==> src/hdl/hmss_pkg.sv <==
// Shared constants, payload types and state encoding for the harmonic mean sound speed core.
`default_nettype none

package hmss_pkg;

    // Profile store size
    localparam int MAX_POINTS = 64;
    localparam int ADDR_W     = $clog2(MAX_POINTS);
    localparam int CNT_W      = $clog2(MAX_POINTS + 1);

    // Field widths
    localparam int KIND_W   = 2;
    localparam int DEPTH_W  = 21;
    localparam int SPEED_W  = 21;
    localparam int TIME_W   = 32;
    localparam int STATUS_W = 3;

    // Shared arithmetic units
    localparam int DIV_NUM_W    = 64;
    localparam int DIV_DEN_W    = 33;
    localparam int DIV_CNT_W    = $clog2(DIV_NUM_W + 1);
    localparam int MUL_A_W      = 38;
    localparam int MUL_B_W      = 33;
    localparam int PROD_W       = MUL_A_W + MUL_B_W;
    localparam int SERIES_TERMS = 16;
    localparam int SER_W        = $clog2(SERIES_TERMS + 1);

    // Item kinds
    localparam logic [KIND_W-1:0] KIND_APPEND = 2'd0;
    localparam logic [KIND_W-1:0] KIND_QUERY  = 2'd1;
    localparam logic [KIND_W-1:0] KIND_CLEAR  = 2'd2;

    // Result status codes
    localparam logic [STATUS_W-1:0] ST_OK      = 3'd0;
    localparam logic [STATUS_W-1:0] ST_RANGE   = 3'd1;
    localparam logic [STATUS_W-1:0] ST_FULL    = 3'd3;
    localparam logic [STATUS_W-1:0] ST_NOT_INC = 3'd4;

    // Fixed point constants
    localparam logic [31:0]        LN2_Q32   = 32'd2977044472;
    localparam logic [33:0]        ONE_Q32   = 34'h1_0000_0000;
    localparam logic [TIME_W-1:0]  TIME_MAX  = '1;
    localparam logic [SPEED_W-1:0] SPEED_MAX = '1;

    typedef struct packed {
        logic [KIND_W-1:0]  kind;
        logic [DEPTH_W-1:0] depth;
        logic [SPEED_W-1:0] speed;
    } t_in_item;

    typedef struct packed {
        logic [STATUS_W-1:0] status;
        logic [SPEED_W-1:0]  mean_speed;
    } t_out_item;

    typedef struct packed {
        logic                 start;
        logic [DIV_NUM_W-1:0] dividend;
        logic [DIV_DEN_W-1:0] divisor;
    } t_div_req;

    // One profile node as held in the store
    typedef struct packed {
        logic [DEPTH_W-1:0] depth;
        logic [SPEED_W-1:0] speed;
        logic [TIME_W-1:0]  travel_time;
        logic [SPEED_W-1:0] harm;
    } t_entry;

    typedef enum logic [4:0] {
        S_IDLE,
        S_WALK_RD,
        S_WALK_CHK,
        S_INTERP_MUL,
        S_INTERP_DIV,
        S_LT_START,
        S_EQ_DIV,
        S_REDUCE,
        S_X_DIV,
        S_X2_MUL,
        S_SER_INIT,
        S_SER_DIV,
        S_SER_MUL,
        S_SER_NEXT,
        S_K0_DIV,
        S_K0_MUL,
        S_K0_FIN,
        S_MAG_MUL,
        S_V_MUL,
        S_V_FIN,
        S_D_MUL,
        S_D_DIV,
        S_ACC,
        S_MEAN_DIV,
        S_FIN
    } t_state;

endpackage

`default_nettype wire

==> src/hdl/hmss_div.sv <==
// Restoring divider, one quotient bit per cycle, shared by all divisions of the core.
`default_nettype none

module hmss_div (
    input  logic                              i_clk,
    input  logic                              i_rst_n,
    input  hmss_pkg::t_div_req                i_req,
    output logic                              o_done,
    output logic [hmss_pkg::DIV_NUM_W-1:0]    o_quot
);
    import hmss_pkg::*;

    logic                 r_busy;
    logic [DIV_CNT_W-1:0] r_cnt;
    logic                 r_done;
    logic [DIV_NUM_W-1:0] r_num;
    logic [DIV_DEN_W-1:0] r_rem;
    logic [DIV_DEN_W-1:0] r_den;

    logic [DIV_DEN_W:0]   rem_sh;
    logic [DIV_DEN_W+1:0] diff;
    logic                 ge;

    // Shift in the next dividend bit and try a subtract
    assign rem_sh = {r_rem, r_num[DIV_NUM_W-1]};
    assign diff   = {1'b0, rem_sh} - {2'b00, r_den};
    assign ge     = ~diff[DIV_DEN_W+1];

    // Control
    always_ff @(posedge i_clk) begin
        if (!i_rst_n) begin
            r_busy <= 1'b0;
            r_cnt  <= '0;
            r_done <= 1'b0;
        end else begin
            r_done <= 1'b0;
            if (i_req.start) begin
                r_busy <= 1'b1;
                r_cnt  <= DIV_CNT_W'(DIV_NUM_W);
            end else if (r_busy) begin
                r_cnt <= r_cnt - DIV_CNT_W'(1);
                if (r_cnt == DIV_CNT_W'(1)) begin
                    r_busy <= 1'b0;
                    r_done <= 1'b1;
                end
            end
        end
    end

    // Datapath
    always_ff @(posedge i_clk) begin
        if (i_req.start) begin
            r_num <= i_req.dividend;
            r_rem <= '0;
            r_den <= i_req.divisor;
        end else if (r_busy) begin
            r_rem <= ge ? diff[DIV_DEN_W-1:0] : rem_sh[DIV_DEN_W-1:0];
            r_num <= {r_num[DIV_NUM_W-2:0], ge};
        end
    end

    assign o_done = r_done;
    assign o_quot = r_num;

endmodule

`default_nettype wire

==> config.mk <==
export PLATFORM = sky130hd
export DESIGN_NAME = hmss_div
export DESIGN_NICKNAME = d
export VERILOG_FILES = /design/src/hdl/hmss_pkg.sv /design/src/hdl/hmss_div.sv
export SDC_FILE = /design/constraint.sdc
export NUM_CORES = 1
export LEC_CHECK = 0
export ABC_AREA = 1
export BUFFER_PORTS_ARGS = -buffer_cell sky130_fd_sc_hd__buf_2
export CAP_MARGIN = 20
export CORE_AREA = 4 4 174 176
export CTS_CLUSTER_DIAMETER = 80
export DETAILED_ROUTE_END_ITERATION = 16
export DIE_AREA = 0 0 178 180
export GPL_ROUTABILITY_DRIVEN = 0
export PLACE_DENSITY = 0.5
export RECOVER_POWER = 25
export SLEW_MARGIN = 15
export SYNTH_ARGS = -nofsm -noshare
export SYNTH_HDL_FRONTEND = slang
export SYNTH_SLANG_ARGS = --single-unit
==> constraint.sdc <==
create_clock -name i_clk -period 6.35 [get_ports i_clk]
set_clock_uncertainty 0.05 [all_clocks]
set_input_delay 0.635 -clock i_clk [delete_from_list [all_inputs] [get_ports i_clk]]
set_output_delay 0.635 -clock i_clk [all_outputs]
set_load 0.05 [all_outputs]
* Yosys cells after proc, flatten, opt, wreduce, memory -nomap -nowiden
Index checks and enable logic that the tools add are counted.
** Storage, ports and cells
- Register bits :: 139
- Latch bits :: 0
- Bits in writable memories :: 0
- ROM bits :: 0
- Input bits :: 100
- Word-level logic and storage cells :: 25
- Memories :: 0
** Cells by class
- Add/subtract/negate cells :: 2
- Multiply operators :: 0
- Divide/modulo/power cells :: 0
- $lt $le $gt $ge :: 0
- Equality and inequality tests :: 1
- Shift-type cells :: 0
- Mux-type cells :: 9
- Bitwise logic cells :: 3
- Reductions and logical operators :: 3
** Operator list (number)
- 64-bit two-way mux :: 2
- 34-bit by 33-bit subtractor with 35-bit output :: 1
- 33-bit two-way mux :: 1
- 7-bit two-way mux :: 2
- 7-bit by 1-bit equality test with 1-bit output (second input constant) :: 1
- 7-bit by 1-bit subtractor with 7-bit output (second input constant) :: 1
- 1-bit two-way mux :: 4
- 1-bit inverter :: 3
- 3-bit OR reduction :: 1
- 2-bit nonzero test :: 1
- 2-bit OR reduction :: 1

* Depth between registers and ports, before layout
- Depth in word-level cells :: 4
- Mapped depth :: 17
- Depth with buffers taken out :: 16

* Least setup slack after synthesis
OpenSTA, ideal clock, no wires.
- Kind :: in2reg
- From :: input port i_req[97] (netlist bit)
- To :: register r_num[0] (netlist: o_quot[0]), enable pin
- Library setup time :: 454 ps
- Arrival time :: 2756 ps
- Slack :: 3090 ps
- Stages :: 3
- Buffers on the path :: 1
- Path through :: nor2_1 inv_1 clkbuf_1
** On the way
- Longest elaborated chain between the ends :: 1
** RTL lines
- start: declaration :: RTL line hmss_div.sv:7 : input hmss_pkg::t_div_req i_req,
- 2-bit nonzero test (no line)
- end signal: assignment :: RTL line hmss_div.sv:53 : r_num <= i_req.dividend;
- end signal: assignment :: RTL line hmss_div.sv:58 : r_num <= {r_num[DIV_NUM_W-2:0], ge};
- end: declaration :: RTL line hmss_div.sv:16 : logic [DIV_NUM_W-1:0] r_num;
No other way between the ends.
A chain may end at the register's enable or synchronous reset.

* Worst setup path in the final report
- From :: input port i_req[97] (netlist bit)
- To :: register r_num[0] (netlist: o_quot[0]) (data pin)
** On the way
- Longest elaborated chain between the ends :: 1
** RTL lines
- 64-bit two-way mux :: RTL line hmss_div.sv:52 : if (i_req.start) begin
No other way between the ends.

==> impl_metrics.toml <==
[timing]
hold_viol = 0
tightest_slew_ns = 1.60
setup_viol = 0
post-route-min-period_ns = 3.88
rsz0062_at_grt = "false"
period_share = 0.610
finalSetupTns_ns = 0
slew_violations = 64
slew-limit-headroom = -0.0690
fmax_mhz = 258

[yosys]
yosysWarnings = 0
synth_mux_area_frac = 0
syn_nets = 1309
synth_xor_area_frac = 0.0165
yosys.area_share.simple = 0.359
synth_compound_area_frac = 0.0256
seq_area_frac_synth = 0.442
yosys-top-cells-area = "edfxtp_1 (34%), nand2_1 (23%), dfxtp_1 (9.9%)"
synth-seq-cells = 139
synth_top_family_by_area = "simple AND/OR/NAND/NOR gates"
synthCells = 1173
synthAdderAreaFrac = 0.0539
synth_top_cell_area_share = 0.343
yosysTopAreaCell = "edfxtp_1"
ys_types = 39
syn_area_um2 = 8490
avgSynthCellArea_um2 = 7.24

[setup_path]
worstSetupPathType = "in2reg"
reg2reg_from = "o_quot[63]"
reg2reg_to = "r_rem[10]"
r2r_slack_ns = 3.64
crit_fanout = 34
cp.arrival_ns = 3.94
start_kind = "input port"
ff2ff_path_depth = 13
end_kind = "flip-flop"
required_ns = 6.41

[cts]
clk_pin_slew_ns = 0.07
cts_inserted_buffers = 17
cts_setup_buffers = 0
cts-root-buf = "clkbuf_16"
cts_resized = 0
cts_sinks = 139
htree_levels = 4
hold_buffers = 0
cts_tree = "yes"
cts.path.max_buffers = 2
clk_latency_ns = 0.43

[floorplanning]
die_area_um2 = 32000
core_area_um2 = 28600
die_x_um = 178
io_pins = 165
dieHeight_um = 180
rows = 62
start_util = 0.297

[grt]
grt_pass1_vias = 7638
grt_max_degree = 75
grt_use_met2 = 0.237
grt_first_pass_wirelength_um = 39500
antenna_found_initial = 2
met3_usage = 0.0397
gr-usage-all-layers = 0.153
grt_use_met1 = 0.212
busiest_layer = "met2"
grt_overflow = 0

[route]
first_pass_iters = 6
drc = 0
drt-total-wl_um = 24200
viasPerCell = 4.40
wire_per_inst_um = 14.0
vias = 7600
postRouteAntennaNets = 0
drtIter0Drc = 474

[min_path]
whs_path_depth = 1
hold_path_end = "r_den[19]"
hp-start = "i_req[19]"
hold_path_class = "in2reg"

[placed_design]
port_buffers = 164
dp_cells = 1696
hpwlAfterDp_um = 18200

[pwr]
swShare = 0.330
power_switching_uw = 830
combPwrFrac = 0.169
ir_drop_mv = 0.126
p_leak_uw = 0.00544
p_clk_frac = 0.400
p_int_uw = 1690
power_density_nw_per_um2 = 246
seqPwrFrac = 0.431

[outcome]
violations = "capacitance limit, slew limit"
outcome = "finished with violations"

[job]
cap_violations = 2

[layout]
utilization = 0.358
drive_above_1_share = 0.173
area_growth_pct = 20.6
fin_cells = 1728
n_antenna_cell = 0
fin_nets = 1467
-- sequential cells by signal (all words and copies together), names as in the netlist --
name and cells:
o_quot 64, r_den 33, o_done 1, r_busy 1
r_rem 33, r_cnt 7
-- layer usage --
layer,share of wire,wire [um]
met1,0.48,11600
met2,0.43,10500
met3,0.069,1690
met4,0.017,409
met5,0.00058,14
-- power by group through the flow --
stage,clock network [uW],registers [uW],logic (uW)
final,1010,1080,425
after global routing,1070,1090,467
after CTS,1030,1090,432
after floorplan,0,1250,153
after global placement,0,1100,431
after detailed placement,0,1100,432
-- cells in the final DEF, fill, tap and decap left out, types with 5 or more instances in the layout --
master / count
xnor2_1: 14
inv_6: 5
ha_1: 35
and2_1: 6
inv_1: 178
o21ai_1: 12
nor3_1: 7
a21oi_1: 16
dfxtp_1: 42
nand2_1: 523
inv_8: 6
clkbuf_16: 17
nand3b_1: 15
buf_2: 162
nand3_1: 83
edfxtp_1: 97
nor2_1: 57
nand2_2: 5
inv_2: 12
nand4_1: 9
-- worst max-delay path by stage --
| stage | slack (ns) | end | cells after the start | from |
|---|---|---|---|---|
| floorplan | 3.09 | o_quot[0] | 3 | i_req[97] |
| global placement | 3.65 | o_quot[61] | 4 | i_req[97] |
| detailed placement | 3.63 | o_quot[59] | 4 | i_req[97] |
| CTS | 3.62 | r_rem[19] | 13 | o_quot[63] |
| global route | 2.00 | o_quot[0] | 5 | i_req[97] |
| finish | 2.47 | o_quot[0] | 5 | i_req[97] |
-- cells in the mapped netlist (all sizes together) --
cell type  number
buf            15
xnor2          14
nor2           64
xor2            2
ha             35
nor3b           1
nand3b         15
o21bai          2
a31oi           2
inv           190
o21ai          14
or2             1
nand2         531
nor3            9
a21oi          18
a211oi          2
dfxtp          42
nand4           9
fa              1
edfxtp         97
nand3          86
clkbuf         15
and2            6
nor4            2
-- logic make-up (layout without fill, tap and decap cells) --
group	Yosys count	count (layout)
DFF	139	139
adders and majority gates	36	36
and+or+nand+nor	724	724
AOI/OAI and AO/OA	38	38
buffers and inverters	220	391
xor gates and xnor gates	16	16
-- through the flow --
step	power, uW	cell area, um^2	hold WS, ns	setup WS (ns)
3_5_place_dp	1530	9690	0.412	3.63
4_1_cts	2550	10300	0.312	3.62
6_report	2520	10200	0.329	2.47
2_1_floorplan	1400	8490	0.394	3.09
5_1_grt	2630	10200	0.314	2.00
3_3_place_gp	1530	9670	0.411	3.65
-- worst max-delay path, stage by stage --
cell	delay, ns
clkbuf_1	1.13
inv_1	0.97
clkbuf_1	0.79
nor2_1	0.30
a31oi_1	0.08
-- cell type report --
| type | count | area, um^2 |
|---|---|---|
| clock buffers | 18 | 429 |
| clock inverters | 14 | 145 |
| fillers | 3122 | 18400 |
| inverters | 190 | 713 |
| multi-input cells | 814 | 3870 |
| flip-flops and latches | 139 | 3750 |
| well taps | 384 | 480 |
| repair buffers | 169 | 852 |
No activity file was read; power rests on OpenSTA's default activity.
